--- src/design/cat_pkg.sv ---
`timescale 1ns / 1ps
// Shared types and constants for the column activity crop tracker.
package cat_pkg;

   localparam int ROW_WIDTH_W = 11;
   localparam int ALPHA_W     = 16;
   localparam int THRESH_W    = 24;
   localparam int PERIOD_W    = 8;
   localparam int AVG_W       = 24;
   localparam int PIX_W       = 8;
   localparam int LUM_W       = 8;
   localparam int CSR_INDEX_W = 2;
   localparam int CSR_DATA_W  = 24;
   localparam int LEFT_W      = 10;
   localparam int RIGHT_W     = 11;

   localparam logic [ROW_WIDTH_W-1:0] ROW_WIDTH_RESET = 11'd1024;
   localparam logic [ALPHA_W-1:0]     ALPHA_RESET     = 16'd5243;
   localparam logic [THRESH_W-1:0]    THRESH_RESET    = 24'd196608;
   localparam logic [PERIOD_W-1:0]    PERIOD_RESET    = 8'd16;

   localparam logic [CSR_INDEX_W-1:0] CSR_ROW_WIDTH = 2'd0;
   localparam logic [CSR_INDEX_W-1:0] CSR_ALPHA     = 2'd1;
   localparam logic [CSR_INDEX_W-1:0] CSR_THRESHOLD = 2'd2;
   localparam logic [CSR_INDEX_W-1:0] CSR_PERIOD    = 2'd3;

   typedef enum logic {
      OP_PIXEL = 1'b0,
      OP_CLEAR = 1'b1
   } cat_op_type;

   typedef struct packed {
      cat_op_type       op;
      logic [PIX_W-1:0] pixel_red;
      logic [PIX_W-1:0] pixel_green;
      logic [PIX_W-1:0] pixel_blue;
   } cat_req_type;

   typedef struct packed {
      logic [LEFT_W-1:0]  crop_left;
      logic [RIGHT_W-1:0] crop_right;
      logic               recomputed;
   } cat_rsp_type;

endpackage

--- src/design/cat_ema.sv ---
`timescale 1ns / 1ps
// Luminance capture and exponential average update for one column.
module cat_ema (
   input  logic                             clock,
   input  logic                             load,
   input  cat_pkg::cat_req_type             pixel,
   input  logic [cat_pkg::ALPHA_W-1:0]      alpha,
   input  logic [cat_pkg::AVG_W-1:0]        avg,
   output logic [cat_pkg::AVG_W-1:0]        new_avg
);

   logic [12:0]                 lum_sum;
   logic [cat_pkg::LUM_W-1:0]   lum_ff;
   logic [cat_pkg::LUM_W-1:0]   lum_in;
   logic signed [24:0]          diff;
   logic signed [41:0]          prod;

   always_comb begin
      lum_sum = 13'(pixel.pixel_red) * 13'd11 + 13'(pixel.pixel_green) * 13'd16
              + 13'(pixel.pixel_blue) * 13'd5;
      lum_in  = load ? lum_sum[12:5] : lum_ff;
   end

   always_ff @(posedge clock) begin
      lum_ff <= lum_in;
   end

   always_comb begin
      diff    = $signed({1'b0, lum_ff, 16'b0}) - $signed({1'b0, avg});
      prod    = $signed({1'b0, alpha}) * diff;
      new_avg = avg + prod[39:16];
   end

endmodule

--- config.mk ---
export PLATFORM = sky130hd
export DESIGN_NAME = cat_ema
export DESIGN_NICKNAME = d
export VERILOG_FILES = /design/src/design/cat_pkg.sv /design/src/design/cat_ema.sv
export SDC_FILE = /design/constraint.sdc
export NUM_CORES = 1
export LEC_CHECK = 0
export BUFFER_PORTS_ARGS = -buffer_cell sky130_fd_sc_hd__clkbuf_2
export CAP_MARGIN = 30
export CORE_AREA = 2 2 176 178
export CTS_CLUSTER_SIZE = 20
export DETAILED_ROUTE_END_ITERATION = 16
export DIE_AREA = 0 0 178 180
export GPL_ROUTABILITY_DRIVEN = 0
export PLACE_DENSITY_LB_ADDON = 0.2
export SLEW_MARGIN = 40
export SYNTH_ARGS = -nofsm -noshare
export SYNTH_HDL_FRONTEND = slang
export SYNTH_SLANG_ARGS = --single-unit
--- constraint.sdc ---
create_clock -name clock -period 22.1 [get_ports clock]
set_clock_uncertainty 0.05 [all_clocks]
set_input_delay 1.105 -clock clock [delete_from_list [all_inputs] [get_ports clock]]
set_output_delay 1.105 -clock clock [all_outputs]
set_load 0.02 [all_outputs]
After elaboration in Yosys (flattened, before gate mapping)
Cells that the tools add are included.
{"block": "word_totals", "ff_bits": 8}
{"block": "op_classes", "add_sub_neg": 4, "n_mul": 3}
{"cell": "multiplier 17 x 25 -> 40 bit", "n": 1}
{"cell": "subtractor 24 x 24 -> 25 bit", "n": 1}
{"cell": "adder 24 bit", "n": 1}
{"cell": "adder 12 x 12 -> 13 bit", "n": 1}
{"cell": "adder 13 x 11 -> 13 bit", "n": 1}
{"cell": "multiplier 8 x 4 -> 12 bit, second input constant", "n": 1}
{"cell": "multiplier 8 x 3 -> 11 bit, second input constant", "n": 1}

Depth between registers and ports, before layout
{"block": "depth", "depth_word": 3, "mapped_depth": 41, "depth_no_buf": 39}

Worst setup path after synthesis
OpenSTA, ideal clock, no wires.
{"block": "synth_path", "path_type": "input -> output", "start": "input avg[0] in the netlist's numbering", "end": "output new_avg[23] in the netlist's numbering", "t_arrival_ns": 9.898, "required_time_ns": 20.945, "path_slack_ns": 11.047, "stages": 39, "cell_sequence": "clkbuf_1 > inv_1 > ha_1 > nand2_1 > or3_1 > xor2_1 > clkbuf_1 > nand2_1 > fa_1 > fa_1 > inv_1 > fa_1 > inv_1 > fa_1 > inv_1 > fa_1 > inv_1 > fa_1 > (+3 left out) > a21oi_1 > o211ai_1 > o22a_1 > a21oi_1 > nor2b_1 > o21a_1 > o21a_1 > nor2_1 > xnor2_1 > ha_1 > o221a_2 > a41oi_1 > a311oi_1 > o21a_1 > a41oi_1 > o31ai_1 > xnor3_1 > xnor2_1"}
{"block": "synth_via", "elab_chain_cells": 3}
{"item": "start, declared", "line": "cat_ema.sv:8", "source": "input logic [cat_pkg::AVG_W-1:0] avg,"}
{"item": "subtractor 24 x 24 -> 25 bit", "line": "cat_ema.sv:29", "source": "diff = $signed({1'b0, lum_ff, 16'b0}) - $signed({1'b0, avg});"}
{"item": "multiplier 17 x 25 -> 40 bit", "line": "cat_ema.sv:30", "source": "prod = $signed({1'b0, alpha}) * diff;"}
{"item": "adder 24 bit *", "line": "cat_ema.sv:31", "source": "new_avg = avg + prod[39:16];"}
{"item": "end, declared", "line": "cat_ema.sv:9", "source": "output logic [cat_pkg::AVG_W-1:0] new_avg"}
Mark *: on every way between the ends. The rest lies on a longest branch, timed or not.

Worst setup path after layout
{"block": "layout_path", "start": "input avg[2] in the netlist's numbering", "end": "output new_avg[23] in the netlist's numbering"}
The elaborated chain is that of the path after synthesis.

==> metrics.txt <==
status=finished clean; Final Critical Period=12.59 ns; DR pass1 iterations=5; initial cell density of the core=55.3%; CP required=20.95 ns; clk sinks=8; maximum fanout along the worst path=16; Largest regs=lum_ff: 8 flops; H-tree depth=1; fin crit share=57.0%; CP Data Arrival Time=11.43 ns; f_max=0.0794 GHz; Biggest register=lum_ff; EDFF count, synth=8; critical path class=in2out; actual slew at the worst max-slew pin=0.778 ns; post-synthesis register bit count=8; CTS Buf Count=3; Area growth syn-to-layout=6.55%; Fillers=2,712; dominant cell type by area after synthesis=fa_1; clk root buf=clkbuf_16; Final Hold Vio Count=0; hold crit path type=in2reg; CTS tree=done; synth warn=0; RSZ-0062 raised after global routing=false; sum of negative setup slack=0 ns; WL final=38.8 mm; Vias/cell=5.26; mean post-synth cell area=8.81 um2; Setup Buffers After CTS=0; synthesized area=16,700 um2; Gate Count Post-Synth=1,896; max incr delay on CP=0.61 ns; # IOs=91; Hold Crit Depth=1; # hold bufs at CTS=0; first-pass GRT wire length=64.9 mm; slew margin rel.=48.1%; Synth top area share=48.3%; CTS resizes=0; Buf/Inv on CP=6; Nets=2,579; pins over their slew limit=0; Top delay family on crit path=adder cells; largest net degree at the start of global routing=27; Overflow after GRT=0; number of global-route vias before repair=13,200; Top FF cell, synth=edfxtp_1; Slowest-stage cell, CP=or4_4; Die Y=180 um; core area=30,200 um2; die area=32,000 um2; share of cells above drive strength 1=7.15%; PortBufs=89; max reg flops=8; commonest non-fill, non-tap cell in the layout=inv_1; final setup violation count=0; register area share after synthesis=1.44%; hpwl dp=31.5 mm; DR WL/cell=16.6 um; synth top area cells=fa_1 48%, ha_1 12%, inv_1 12%, and2_1 6.4%, nand2_1 5.8%; share of async-settable or async-resettable flops after synthesis=0%; startpoint types=input pin; Vias=12,300; Total GRT Usage=25.6%; clk buf depth=2; Mapped Nets=2,529; Die Wd=178 um; n_diodes=0; max_cap viols=0; most frequent cells in the layout=515 x inv_1, 403 x fa_1, 259 x nand2_1, 172 x and2_1, 163 x ha_1; CP Capture Type=primary output; DR iter-0 viols=646; Netlist cell types=60; Post-DRT Antenna Nets=0; clock slew at reported path FFs=0.04 ns; CP dominant cell by count=fa_1; initial antenna violation count=1; Row Count=64; DRC viols=0; number of cells on the critical path=39
==> synthesized netlist by cell type (4+ instances only) <==
master and n:
clkbuf_1 56, a21o_1 9, o21a_1 9, and3_1 11, inv_1 515, nor3_1 14
nand3_1 10, a21oi_1 41, ha_1 163, o21ai_0 18, nand2_1 259, or3_1 6
xor2_1 22, nand4_1 4, edfxtp_1 8, nor2_1 49, and2_1 172, xnor2_1 54
nor2b_1 7, nor4_1 5, o21bai_1 4, fa_1 403
==> layout make-up <==
type / instances / area (um2) / share of cell area (%)
clock buffers: 3 / 75.1 / 0.422
inverters: 515 / 1930 / 10.9
multi-input cells: 1313 / 14500 / 81.4
repair buffers: 105 / 566 / 3.18
well taps: 396 / 495 / 2.78
flip-flops and latches: 8 / 240 / 1.35
==> routing by layer <==
| layer | wire length, um | track usage (%) | vias up |
|---|---|---|---|
| met4 | 795 | 4.82 | 0 |
| met2 | 19800 | 45.0 | 336 |
| met5 | 0 | 0 | - |
| met3 | 1890 | 2.24 | 61 |
| met1 | 16300 | 34.7 | 6279 |
| li1 | - | - | 5635 |
==> logic make-up after synthesis <==
kind of cell	count (synthesis)	synth area share [%]
AND/OR/NAND/NOR	546	15.9
XOR/XNOR	79	4.31
AO/OA/AOI/OAI	121	4.81
buffers and inverters	575	13.0
flip-flops	8	1.44
multiplexers	1	0.0599
adder cells (fa/ha/maj)	566	60.5
==> worst paths after layout <==
path	slack, ns	start	to
worst max-delay path	9.51	avg[2]	new_avg[23]
worst min-delay path	1.19	load	lum_ff[6]
==> metrics by stage <==
stage / std cells / setup WS (ns) / hold slack [ns] / cell area, um2 / utilization [%]
2_1_floorplan: 1896 / 11.05 / 1.17 / 16700 / -
3_3_place_gp: 2337 / 9.35 / 1.41 / 17600 / 58.5
3_5_place_dp: 2337 / 9.47 / 1.42 / 17700 / 58.7
4_1_cts: 2340 / 9.44 / 1.18 / 17800 / 59.0
5_1_grt: 2340 / 8.74 / 1.20 / 17800 / 59.0
6_report: 2340 / 9.51 / 1.19 / 17800 / 59.0
Power is not shown: default switching activity piles up to over one toggle a cycle in this logic, so the estimate is an artifact.
